===== config.mk =====
export PLATFORM = sky130hd
export DESIGN_NAME = rgb_to_two_pwm_channel_mapper_core
export DESIGN_NICKNAME = d
export VERILOG_FILES = /design/src/hw/rtl/rtpm_pkg.sv /design/src/hw/rtl/rgb_to_two_pwm_channel_mapper_core.sv /design/src/hw/rtl/rtpm_map.sv
export VERILOG_INCLUDE_DIRS = /design/src /design/src/hw/rtl
export SDC_FILE = /design/constraint.sdc
export NUM_CORES = 1
export LEC_CHECK = 0
export BUFFER_PORTS_ARGS = -buffer_cell sky130_fd_sc_hd__buf_2
export CAP_MARGIN = 30
export CORE_UTILIZATION = 45
export CTS_BUF_LIST = sky130_fd_sc_hd__clkbuf_4
export CTS_CLUSTER_DIAMETER = 60
export DETAILED_ROUTE_END_ITERATION = 8
export GPL_ROUTABILITY_DRIVEN = 1
export HOLD_SLACK_MARGIN = 0.15
export PLACE_DENSITY = 0.62
export REMOVE_ABC_BUFFERS = 1
export SETUP_SLACK_MARGIN = 0.4
export SLEW_MARGIN = 5
export SYNTH_ARGS = -nofsm -noshare
export SYNTH_HDL_FRONTEND = slang
export SYNTH_SLANG_ARGS = --single-unit

===== constraint.sdc =====
create_clock -name clock -period 5.6 [get_ports clock]
set_input_delay 1.4 -clock clock [delete_from_list [all_inputs] [get_ports clock]]
set_output_delay 1.4 -clock clock [all_outputs]
set_load 0.01 [all_outputs]

===== src/hw/rtl/rgb_to_two_pwm_channel_mapper_core_defines.svh =====
// assertion macros for the rgb to two pwm channel mapper
`ifndef RGB_TO_TWO_PWM_CHANNEL_MAPPER_CORE_DEFINES_SVH
`define RGB_TO_TWO_PWM_CHANNEL_MAPPER_CORE_DEFINES_SVH

// same-cycle implication, sampled on clock, off during reset
`define RTPM_ASSERT_IMPL(label, ante, cons) \
   label: assert property (@(posedge clock) disable iff (reset) (ante) |-> (cons)) \
      else $error("rtpm same-cycle check failed");

// implication checked in the cycle after the antecedent
`define RTPM_ASSERT_NEXT(label, ante, cons) \
   label: assert property (@(posedge clock) disable iff (reset) (ante) |=> (cons)) \
      else $error("rtpm next-cycle check failed");

`endif


===== src/hw/rtl/rtpm_pkg.sv =====
// shared types and constants for the rgb to two pwm channel mapper
package rtpm_pkg;

   typedef logic [7:0] level_type;
   typedef logic [1:0] mode_type;

   localparam mode_type MODE_OFF = 2'd0;
   localparam mode_type MODE_ON  = 2'd1;
   localparam mode_type MODE_CH0 = 2'd2;
   localparam mode_type MODE_CH1 = 2'd3;

   localparam level_type LEVEL_OFF  = 8'd0;
   localparam level_type LEVEL_FULL = 8'd255;

   typedef struct packed {
      level_type duty_a;
      level_type duty_b;
      mode_type  green_mode;
      mode_type  red_mode;
      mode_type  blue_mode;
   } rtpm_result_type;

endpackage


===== src/hw/rtl/rgb_to_two_pwm_channel_mapper_core.sv =====
// top level of the rgb to two pwm channel mapper
// A request is a transfer at a rising edge with start high; busy is always low, so a new
// request can be taken every cycle. Each request gives one result: its levels are
// captured in an input register, mapped by short combinational logic, and
// held in a result register. rsp_valid marks the result for exactly one cycle and the
// receiver cannot stall, so the result must be taken in that cycle.
`include "rgb_to_two_pwm_channel_mapper_core_defines.svh"
module rgb_to_two_pwm_channel_mapper_core import rtpm_pkg::*; (
   input  logic      clock,
   input  logic      reset,
   input  logic      start,
   output logic      busy,
   input  level_type req_red_level,
   input  level_type req_green_level,
   input  level_type req_blue_level,
   output logic      rsp_valid,
   output level_type rsp_duty_a,
   output level_type rsp_duty_b,
   output mode_type  rsp_green_mode,
   output mode_type  rsp_red_mode,
   output mode_type  rsp_blue_mode
);

   logic            stage_valid_ff;
   logic            stage_valid_in;
   level_type       red_ff;
   level_type       green_ff;
   level_type       blue_ff;
   logic            rsp_valid_ff;
   logic            rsp_valid_in;
   rtpm_result_type result_ff;
   rtpm_result_type result_in;
   logic            ch1_unused;

   assign busy           = 1'b0;
   assign stage_valid_in = start & ~busy;
   assign rsp_valid_in   = stage_valid_ff;

   rtpm_map u_map (
      .red_level   (red_ff),
      .green_level (green_ff),
      .blue_level  (blue_ff),
      .result      (result_in)
   );

   always_ff @(posedge clock) begin
      if (reset) begin
         stage_valid_ff <= 1'b0;
         rsp_valid_ff   <= 1'b0;
      end else begin
         stage_valid_ff <= stage_valid_in;
         rsp_valid_ff   <= rsp_valid_in;
      end
   end

   always_ff @(posedge clock) begin
      if (stage_valid_in) begin
         red_ff   <= req_red_level;
         green_ff <= req_green_level;
         blue_ff  <= req_blue_level;
      end
      if (rsp_valid_in) begin
         result_ff <= result_in;
      end
   end

   assign rsp_valid      = rsp_valid_ff;
   assign rsp_duty_a     = result_ff.duty_a;
   assign rsp_duty_b     = result_ff.duty_b;
   assign rsp_green_mode = result_ff.green_mode;
   assign rsp_red_mode   = result_ff.red_mode;
   assign rsp_blue_mode  = result_ff.blue_mode;

   assign ch1_unused = (rsp_green_mode != MODE_CH1) && (rsp_red_mode != MODE_CH1)
                       && (rsp_blue_mode != MODE_CH1);

   `RTPM_ASSERT_NEXT(a_req_reaches_rsp, start && !busy, ##1 rsp_valid)
   `RTPM_ASSERT_IMPL(a_rsp_has_req, rsp_valid, $past(start, 2))
   `RTPM_ASSERT_IMPL(a_green_never_ch1, rsp_valid, rsp_green_mode != MODE_CH1)
   `RTPM_ASSERT_IMPL(a_unused_ch1_zero, rsp_valid && ch1_unused, rsp_duty_b == LEVEL_OFF)

endmodule


===== src/hw/rtl/rtpm_map.sv =====
// combinational mapping of one color request onto two pwm channels
module rtpm_map import rtpm_pkg::*; (
   input  level_type       red_level,
   input  level_type       green_level,
   input  level_type       blue_level,
   output rtpm_result_type result
);

   level_type ch0_g;
   level_type ch0_r;
   level_type ch1_r;
   level_type d_gb;
   level_type d_gr;
   level_type d_br;
   logic [8:0] sum_gb;
   logic [8:0] sum_rb;
   logic [8:0] sum_gr;

   assign d_gb = (green_level > blue_level) ? green_level - blue_level
                                            : blue_level - green_level;
   assign d_gr = (green_level > red_level) ? green_level - red_level
                                           : red_level - green_level;
   assign d_br = (blue_level > red_level) ? blue_level - red_level
                                          : red_level - blue_level;

   assign sum_gb = {1'b0, green_level} + {1'b0, blue_level};
   assign sum_rb = {1'b0, red_level} + {1'b0, blue_level};
   assign sum_gr = {1'b0, green_level} + {1'b0, red_level};

   always_comb begin
      result = '0;
      ch0_g  = LEVEL_OFF;
      ch0_r  = LEVEL_OFF;
      ch1_r  = LEVEL_OFF;

      // green
      if (green_level == LEVEL_OFF) begin
         result.green_mode = MODE_OFF;
      end else if (green_level == LEVEL_FULL) begin
         result.green_mode = MODE_ON;
      end else begin
         ch0_g             = green_level;
         result.green_mode = MODE_CH0;
      end

      // red
      ch0_r = ch0_g;
      if (red_level == LEVEL_OFF) begin
         result.red_mode = MODE_OFF;
      end else if (red_level == LEVEL_FULL) begin
         result.red_mode = MODE_ON;
      end else if ((ch0_g == LEVEL_OFF) || (ch0_g == red_level)) begin
         ch0_r           = red_level;
         result.red_mode = MODE_CH0;
      end else begin
         ch1_r           = red_level;
         result.red_mode = MODE_CH1;
      end

      // blue
      result.duty_a = ch0_r;
      result.duty_b = ch1_r;
      if (blue_level == LEVEL_OFF) begin
         result.blue_mode = MODE_OFF;
      end else if (blue_level == LEVEL_FULL) begin
         result.blue_mode = MODE_ON;
      end else if ((ch0_r == LEVEL_OFF) || (ch0_r == blue_level)) begin
         result.duty_a    = blue_level;
         result.blue_mode = MODE_CH0;
      end else if ((ch1_r == LEVEL_OFF) || (ch1_r == blue_level)) begin
         result.duty_b    = blue_level;
         result.blue_mode = MODE_CH1;
      end else if ((d_gb < d_gr) && (d_gb < d_br)) begin
         // three-way conflict: blue closest to green
         result.blue_mode = MODE_CH0;
         result.duty_a    = sum_gb[8:1];
      end else if ((d_br <= d_gr) && (d_br <= d_gb)) begin
         // blue closest to red
         result.blue_mode = MODE_CH1;
         result.duty_b    = sum_rb[8:1];
      end else begin
         // red joins green, blue alone
         result.red_mode  = MODE_CH0;
         result.duty_a    = sum_gr[8:1];
         result.blue_mode = MODE_CH1;
         result.duty_b    = blue_level;
      end
   end

endmodule

==> flow_summary_export.csv, run 1 <==
group,metric,value,unit
run_status,run_status,"completed",
routing,drt_iter0_markers,737,
timing,setup_viol,0,
power_and_ir_drop,p_leak,3.736,nW
power_and_ir_drop,internal_power,2.056,mW
timing,rsz0062_at_grt,"yes",
setup_path,cp.arrival,5670,ps
timing,period_share,0.9630,
setup_path,cp_data_required_time,5880,ps
power_and_ir_drop,ir_worst_vdd,0.0002121,V
final_layout,syn_to_final_growth,37.20,%
place,hpwl,18090,um
power_and_ir_drop,combPwrFrac,0.772,
final_layout,final_cells,1061,
flow_run,max_cap_violations,0,
setup_path,r2r_start,"green_ff[0]",
synth,synth_ff_type,"edfxtp_1",
final_layout,fin_area,8504,um^2
final_layout,nFillCells,1138,
cts,numCtsBuffers,5,
setup_path,rr_worst_depth,29,
synth,ys_async_sr_fraction,0,
global_route,grt_pass1_vias,6205,
min_path,hold_start,"rsp_valid_in",
timing,fin_hold_ws,918.0,ps
cts,clk_pin_slew,150,ps
min_path,hp-class,"reg2reg",
synth,yosysUniqueCellTypes,79,
timing,fin_ws,207.4,ps
routing,dr.pass1.iters,5,
setup_path,crit_slowest_cell,"edfxtp_1",
floorplan,rows,42,
timing,finClkSkew,18.85,ps
power_and_ir_drop,switching_power,1.543,mW
global_route,grt_max_degree,26,
synth,netlist_area,6198,um^2
setup_path,worstSetupPathType,"reg2reg",
floorplan,dieArea,14250,um^2
place,place.gp.congestion,1.025,
floorplan,die_w,119.4,um
global_route,grt_pass1_wl,34640,um
cts,htreeDepth,2,
power_and_ir_drop,seqPwrFrac,0.155,
power_and_ir_drop,p_sw_frac,0.4287,
routing,wl,23440,um
cts,clockRootBuffer,"clkbuf_4",
routing,via_per_inst,6.065,
timing,worstMarginPinSlew,906.5,ps
cts,cts_sinks,48,
place,post-place-ws,-157.5,ps
final_layout,mostFrequentLayoutCells,"buf_4, ha_1, inv_1",
setup_path,reg2reg_slack,210,ps
place,numPortBuffers,49,
final_layout,drive_gt1_frac,0.3767,
floorplan,coreArea,13350,um^2
setup_path,worstReg2RegEnd,"rsp_duty_a[2]",
cts,cts_tree,"built",
routing,ant_nets,0,
setup_path,path_max_fanout,4,
synth,ys_ff_latch,48,
routing,num_vias,6435,
power_and_ir_drop,power.density,423.2,nW/um^2
min_path,whs_path_depth,0,
synth,synthCells,710,
min_path,hold_end,"rsp_green_mode[0]",
global_route,grtUsageTotal,0.3205,
timing,tns,0,ps
timing,max_freq,0.1854,GHz
place,dpl_cell_area,7411,um^2
floorplan,ios,51,
floorplan,start_util,0.4644,
power_and_ir_drop,p_clk_frac,0.073,
setup_path,max_stage_delay,420,ps
cts,clock_latency,400,ps
timing,hold_viol,0,
cts,clock_path_buffers,2,
global_route,antenna_found_initial,1,
floorplan,die_h,119.4,um
routing,wl_per_cell,22.09,um
synth,synth_edf_count,46,
synth,yosysSeqAreaShare,0.2293,
cts,holdBufCountCts,0,
global_route,grt-ovfl-total,0,
synth,synth_area_per_cell,8.730,um^2
setup_path,worst_setup_path_end_kind,"flip-flop",
timing,finalMaxSlewViolations,0,
final_layout,final_nets,1008,
synth,yosysWarnings,0,
timing,slew_headroom,0.3916,
final_layout,layout_commonest_cell,"buf_4",
place,dpl.cell_count,1017,
timing,period_minus_slack,5393,ps
routing,drc,0,
setup_path,worstSetupStartpointType,"flip-flop",
worst max-delay path: cells and delay by family, from the launching register on:
family / cells / cell delay (ps)
AO/OA/AOI/OAI: 12 / 2590
flip-flops: 1 / 420
AND/OR/NAND/NOR: 5 / 450
adder cells (fa/ha/maj): 3 / 830
XOR/XNOR: 1 / 170
buffers and inverters: 6 / 660
multiplexers: 2 / 160
synth_stat cells (8+ instances only):
| cell | instances | area share |
|---|---|---|
| a21oi_1 | 57 | 0.046 |
| mux2_2 | 8 | 0.015 |
| nand3_1 | 12 | 0.0097 |
| buf_2 | 13 | 0.010 |
| xnor2_1 | 27 | 0.038 |
| nor2_1 | 53 | 0.032 |
| o21ai_0 | 19 | 0.015 |
| edfxtp_1 | 46 | 0.22 |
| o22ai_1 | 24 | 0.024 |
| a22oi_1 | 10 | 0.012 |
| xor2_1 | 18 | 0.025 |
| o21bai_1 | 13 | 0.016 |
| clkbuf_1 | 24 | 0.015 |
| nand4_1 | 10 | 0.010 |
| nand2_1 | 41 | 0.025 |
| fa_1 | 9 | 0.029 |
| mux2i_1 | 15 | 0.024 |
| inv_1 | 61 | 0.037 |
| nor3_1 | 8 | 0.0065 |
| a21o_1 | 12 | 0.015 |
| ha_1 | 89 | 0.18 |
how the worst max path moves through the flow:
stage                           start             to  slack (ps)
after detailed placement  green_ff[0]  rsp_duty_a[4]        -160
after global placement     blue_ff[0]  rsp_duty_a[1]         -10
after floorplan             red_ff[1]  rsp_duty_b[7]        -490
after CTS                 green_ff[0]  rsp_duty_a[6]         220
after global routing      green_ff[0]  rsp_duty_b[5]           3
final                     green_ff[0]  rsp_duty_a[2]         210
metrics by stage:
stage	utilization	total power, mW
4_1_cts	0.6038	3.191
3_5_place_dp	0.5552	2.463
6_report	0.6371	3.599
5_1_grt	0.6371	3.788
3_3_place_gp	0.5552	2.412
2_1_floorplan	-	1.681
power by group through the flow:
stage	Combinational, mW	Sequential, mW	Clock [mW]
global placement	1.85	0.567	0
floorplan	1.05	0.628	0
CTS	2.37	0.559	0.263
detailed placement	1.90	0.568	0
global route	2.94	0.565	0.280
finish	2.78	0.558	0.264
layer usage:
metal	wire length, um	up-vias	track usage	part of all wire
met4	1300	0	0.1328	0.055
met5	0	-	0	0
met1	9503	3004	0.4230	0.41
met3	2062	114	0.05412	0.088
li1	-	2948	-	-
met2	10570	369	0.5174	0.45
registers in the layout, summed over array words and instances (netlist names):
register	cells
blue_ff	8
green_ff	8
red_ff	8
rsp_blue_mode	2
rsp_duty_a	8
rsp_duty_b	8
rsp_green_mode	2
rsp_red_mode	2
rsp_valid	1
rsp_valid_in	1
kinds of logic (layout without fill, tap and decap cells):
group | count (synthesis) | in the layout | synth area share
AO/OA/AOI/OAI | 212 | 212 | 0.2370
AND/OR/NAND/NOR | 175 | 175 | 0.1482
buffers and inverters | 107 | 281 | 0.07206
adder cells (fa/ha/maj) | 98 | 98 | 0.2087
flip-flops | 48 | 48 | 0.2293
XOR/XNOR | 45 | 45 | 0.06359
multiplexers | 24 | 24 | 0.04057
other | 1 | 2 | 0.0006050
layout make-up:
| class | instances | area, um^2 | share of cell area |
|---|---|---|---|
| diodes | 1 | 2.502 | 0.0002942 |
| clock buffers | 5 | 37.54 | 0.004414 |
| clock inverters | 3 | 68.82 | 0.008092 |
| inverters | 64 | 242.7 | 0.02854 |
| multi-input cells | 555 | 4985 | 0.5861 |
| flip-flops and latches | 48 | 1421 | 0.1671 |
| well taps | 176 | 220.2 | 0.02589 |
| repair buffers | 209 | 1526 | 0.1795 |
what timing repair did:
action / CTS / global route
resized for setup: 92 / 55
gates cloned: 1 / 0
setup buffers: 18 / 16
pin swaps: 42 / 43
endpoints found under the setup margin: 18 / 18
No activity file was read; power rests on OpenSTA's default activity.
==> inputs of run 2 (changes only) <==
Settings changed: PLACE_DENSITY 0.62 to 0.65.
==> flow_summary_export.csv, run 2 (synthesis gave the netlist of run 1 again) <==
group,metric,value,unit
global_route,grt_pass1_wl,35890,um
floorplan,dieArea,14250,um^2
cts,clk_pin_slew,150,ps
floorplan,coreArea,13350,um^2
final_layout,mostFrequentLayoutCells,"buf_4, ha_1, inv_1",
floorplan,die_w,119.4,um
global_route,grt_pass1_vias,6522,
min_path,hold_start,"rsp_valid_in",
run_status,run_status,"completed",
timing,setup_viol,0,
timing,period_share,0.9705,
timing,finClkSkew,11.88,ps
setup_path,worst_setup_path_end_kind,"flip-flop",
cts,holdBufCountCts,0,
place,hpwl,17760,um
timing,period_minus_slack,5435,ps
setup_path,worstSetupPathType,"reg2reg",
cts,cts_sinks,48,
setup_path,cp_common_cell,"buf_6",
floorplan,ios,51,
setup_path,cp.arrival,5570,ps
timing,rsz0062_at_grt,"yes",
flow_run,max_cap_violations,0,
place,numPortBuffers,49,
power_and_ir_drop,p_leak,3.731,nW
timing,slew_headroom,0.4657,
routing,drc,0,
final_layout,final_nets,1009,
setup_path,startpoint,"green_ff[6]",
setup_path,crit_slowest_cell,"edfxtp_1",
routing,num_vias,6546,
routing,drt_iter0_markers,634,
floorplan,rows,42,
routing,via_per_inst,6.164,
global_route,grt_max_degree,26,
setup_path,max_stage_delay,510,ps
timing,worstMarginPinSlew,800.4,ps
routing,wl,24380,um
global_route,antenna_found_initial,1,
setup_path,cp_data_required_time,5740,ps
routing,ant_nets,0,
routing,wl_per_cell,22.96,um
global_route,grt-ovfl-total,0,
final_layout,final_core_util,0.6435,
min_path,hp-class,"reg2reg",
timing,finalMaxSlewViolations,0,
timing,hold_viol,0,
timing,max_freq,0.1840,GHz
place,place.gp.congestion,0.9987,
power_and_ir_drop,ir_worst_vdd,0.0002415,V
power_and_ir_drop,power.density,423.3,nW/um^2
final_layout,nFillCells,1104,
cts,htreeDepth,2,
floorplan,start_util,0.4644,
cts,numCtsBuffers,5,
cts,cts_tree,"built",
routing,dr.pass1.iters,5,
place,post-place-ws,-164.6,ps
cts,clockRootBuffer,"clkbuf_4",
final_layout,syn_to_final_growth,38.57,%
cts,clock_path_buffers,2,
setup_path,path_max_fanout,5,
setup_path,r2r_start,"green_ff[6]",
setup_path,worstSetupStartpointType,"flip-flop",
floorplan,die_h,119.4,um
timing,fin_ws,165.4,ps
final_layout,drive_gt1_frac,0.3921,
global_route,grtUsageTotal,0.3335,
cts,clock_latency,390,ps
final_layout,layout_commonest_cell,"buf_4",
-- run 2: cell count changes in the layout (fill, tap and decap cells not counted), moves of 2 or more --
| cell | before | now |
|---|---|---|
| ha_1 | 76 | 69 |
| a21oi_2 | 14 | 10 |
| ha_2 | 1 | 5 |
| a21oi_1 | 43 | 46 |
| ha_4 | 12 | 15 |
| inv_1 | 57 | 54 |
| inv_2 | 5 | 7 |
-- run 2: critical path: cells and delay by family (launching register included) --
kind	cells	cell delay (ps)
compound gates	11	2240
xor+xnor	1	210
fa+ha+maj	2	570
buf+inv	6	840
flops	1	510
mux	1	130
simple gates	4	660
-- run 2: final timing paths --
check,end,slack (ps),cells past startpoint
max,rsp_duty_b[7],170,25
min,rsp_valid,550,1
max reg2reg,rsp_duty_b[7],170,25
min reg2reg,rsp_valid,550,1
-- run 2: layer usage --
metal  wire length (um)  track usage  up-vias
li1                   -            -     2949
met1               9312       0.4025     3114
met2              11430       0.5512      370
met3               2328      0.08764      113
met4               1312       0.1578        0
met5                  0            0        -
-- run 2: final cells by class --
class                      instances  area, um^2  share of cell area
multi-input combinational        555        5061              0.5892
timing repair buffer             210        1533              0.1784
sequential                        48        1421              0.1655
inverter                          64       245.2             0.02855
tap                              176       220.2             0.02564
clock inverter                     3       68.82            0.008012
clock buffer                       5       37.54            0.004370
antenna                            1       2.502           0.0002913
-- run 2: repair_timing --
item                                    4_1_cts  5_1_grt
setup buffers                                24       17
endpoints found under the setup margin       18       18
resized for setup                           106       56
endpoints found under the hold margin         0        0
pin swaps                                    42       34
cloned                                        1        0
-- run 2: stage by stage --
stage	hold slack (ps)	cell area [um^2]	total power, mW	std cells	TNS, ps
CTS	946.9	8155	3.192	1043	0
finish	547.5	8589	3.636	1062	0
global route	566.2	8589	3.824	1062	-265.8
floorplan	782.8	5995	1.681	667	-6029
global placement	892.4	7346	2.430	1010	-30.39
detailed placement	915.7	7346	2.470	1010	-1850
-- run 2: where the power goes --
| group | total (mW) | leakage (nW) | internal (mW) | switching (mW) |
|---|---|---|---|---|
| Combinational | 2.82 | 3.21 | 1.41 | 1.40 |
| Sequential | 0.556 | 0.463 | 0.528 | 0.0278 |
| Clock | 0.264 | 0.0558 | 0.141 | 0.124 |
==> inputs of run 3 (changes only) <==
Settings changed: CORE_UTILIZATION 45 to 57, PLACE_DENSITY 0.65 to 0.8, RECOVER_POWER from default to 50.
==> flow_summary_export.csv, run 3 (synthesis gave the netlist of run 1 again) <==
group,metric,value,unit
floorplan,start_util,0.5951,
routing,num_vias,6744,
timing,period_minus_slack,5526,ps
routing,dr.pass1.iters,7,
floorplan,rows,37,
power_and_ir_drop,ir_worst_vdd,0.0003171,V
setup_path,reg2reg_slack,70,ps
setup_path,max_stage_delay,450,ps
power_and_ir_drop,p_leak,3.659,nW
flow_run,max_cap_violations,0,
cts,numCtsBuffers,5,
final_layout,multiInputGateArea,4908,um^2
final_layout,num_antenna_cells,0,
global_route,grtUsageTotal,0.4194,
final_layout,final_cells,1011,
timing,hold_viol,0,
final_layout,final_nets,999,
floorplan,ios,51,
cts,clock_path_buffers,2,
routing,wl_per_cell,23.90,um
power_and_ir_drop,switching_power,1.522,mW
power_and_ir_drop,combPwrFrac,0.759,
cts,clockRootBuffer,"clkbuf_4",
setup_path,cp.arrival,5670,ps
global_route,antenna_found_initial,0,
final_layout,layout_commonest_cell,"buf_4",
final_layout,mostFrequentLayoutCells,"buf_4, ha_1, inv_1",
final_layout,nFillCells,701,
place,numPortBuffers,49,
routing,wl,24160,um
routing,drc,0,
floorplan,die_h,106.3,um
timing,max_freq,0.1810,GHz
routing,ant_nets,0,
min_path,hp-class,"reg2reg",
final_layout,seqCellArea,1421,um^2
setup_path,rr_worst_depth,25,
cts,cts_tree,"built",
place,dpl.cell_count,964,
min_path,hold_start,"rsp_valid_in",
floorplan,die_w,106.3,um
cts,cts_sinks,48,
timing,rsz0062_at_grt,"yes",
floorplan,coreArea,10420,um^2
setup_path,cp_data_required_time,5750,ps
place,place.gp.congestion,1.144,
floorplan,dieArea,11300,um^2
global_route,grt_pass1_vias,6534,
global_route,grt-ovfl-total,0,
routing,drt_iter0_markers,822,
timing,fin_hold_ws,491.7,ps
power_and_ir_drop,p_clk_frac,0.078,
setup_path,cp_common_cell,"a221o_1",
power_and_ir_drop,seqPwrFrac,0.164,
timing,finalMaxSlewViolations,0,
cts,clock_latency,370,ps
timing,slew_headroom,0.1475,
min_path,hold_end,"rsp_green_mode[0]",
setup_path,r2r_start,"green_ff[0]",
setup_path,crit_slowest_cell,"edfxtp_1",
setup_path,worstReg2RegEnd,"rsp_duty_a[3]",
final_layout,final_core_util,0.7927,
power_and_ir_drop,p_sw_frac,0.4451,
final_layout,syn_to_final_growth,33.21,%
routing,via_per_inst,6.671,
power_and_ir_drop,internal_power,1.897,mW
place,post-place-ws,-282.4,ps
setup_path,path_max_fanout,4,
global_route,grt_pass1_wl,35650,um
place,hpwl,17760,um
timing,fin_ws,74.00,ps
power_and_ir_drop,power.density,414.1,nW/um^2
run_status,run_status,"completed",
timing,finClkSkew,12.04,ps
cts,htreeDepth,2,
timing,worstMarginPinSlew,1279,ps
final_layout,fin_area,8257,um^2
timing,setup_viol,0,
setup_path,worst_setup_path_end_kind,"flip-flop",
min_path,whs_path_depth,0,
cts,clk_pin_slew,160,ps
timing,period_share,0.9868,
setup_path,worstSetupPathType,"reg2reg",
place,dpl_cell_area,7251,um^2
final_layout,drive_gt1_frac,0.3474,
setup_path,worstSetupStartpointType,"flip-flop",
global_route,grt_max_degree,26,
run 3: cell types whose count changed in the layout (fill, tap and decap cells not counted), sizes merged:
cell	previous run	this run
buf	210	195
clkbuf	5	10
diode	1	0
run 3: cell type report:
cell class,instances,share of cell area
Sequential cell,48,0.1721
Multi-Input combinational cell,555,0.5945
Inverter,64,0.02940
Clock inverter,3,0.008335
Timing Repair Buffer,200,0.1705
Tap cell,136,0.02061
Clock buffer,5,0.004546
run 3: worst max-delay path, delay by kind of cell, from the launching register on:
family | cells | cell delay, ps
AOI/OAI and AO/OA | 12 | 2850
xor gates and xnor gates | 1 | 180
adders and majority gates | 3 | 810
buffers and inverters | 4 | 450
DFF | 1 | 450
muxes | 1 | 100
and+or+nand+nor | 4 | 450
run 3: per-stage QoR:
step | setup TNS (ps) | total power [mW]
after floorplan | -6029 | 1.681
after global placement | -128.9 | 2.325
after detailed placement | -2414 | 2.381
after CTS | 0 | 3.045
after global routing | -667.3 | 3.550
final | 0 | 3.419
run 3: layer usage:
metal  routed length (um)  up-vias  global-route usage
met5                    0        -                   0
met4                 1642        0              0.2401
met3                 2441      139             0.07909
met2                11080      499              0.6892
met1                 8990     3177              0.5132
li1                     -     2929                   -
run 3: how the worst max path moves through the flow:
stage          cells past startpoint            end        start  slack, ps
2_1_floorplan                     19  rsp_duty_b[7]    red_ff[1]       -490
3_3_place_gp                      25  rsp_duty_a[3]  green_ff[0]        -90
3_5_place_dp                      25  rsp_duty_a[3]  green_ff[0]       -280
4_1_cts                           26  rsp_duty_a[3]  green_ff[0]        260
5_1_grt                           26  rsp_duty_b[7]  green_ff[0]       -110
6_report                          25  rsp_duty_a[3]  green_ff[0]         70
run 3: power groups by stage:
| stage | sequential [mW] | combinational [mW] | clock [mW] |
|---|---|---|---|
| finish | 0.559 | 2.59 | 0.265 |
| global route | 0.565 | 2.71 | 0.274 |
| CTS | 0.561 | 2.22 | 0.267 |
| detailed placement | 0.570 | 1.81 | 0 |
| global placement | 0.568 | 1.76 | 0 |
| floorplan | 0.628 | 1.05 | 0 |
run 3: timing repair:
item	in CTS	in global routing
pin swaps	35	32
setup buffers	29	9
hold buffers	0	0
endpoints found under the setup margin	18	18
resized for setup	82	34
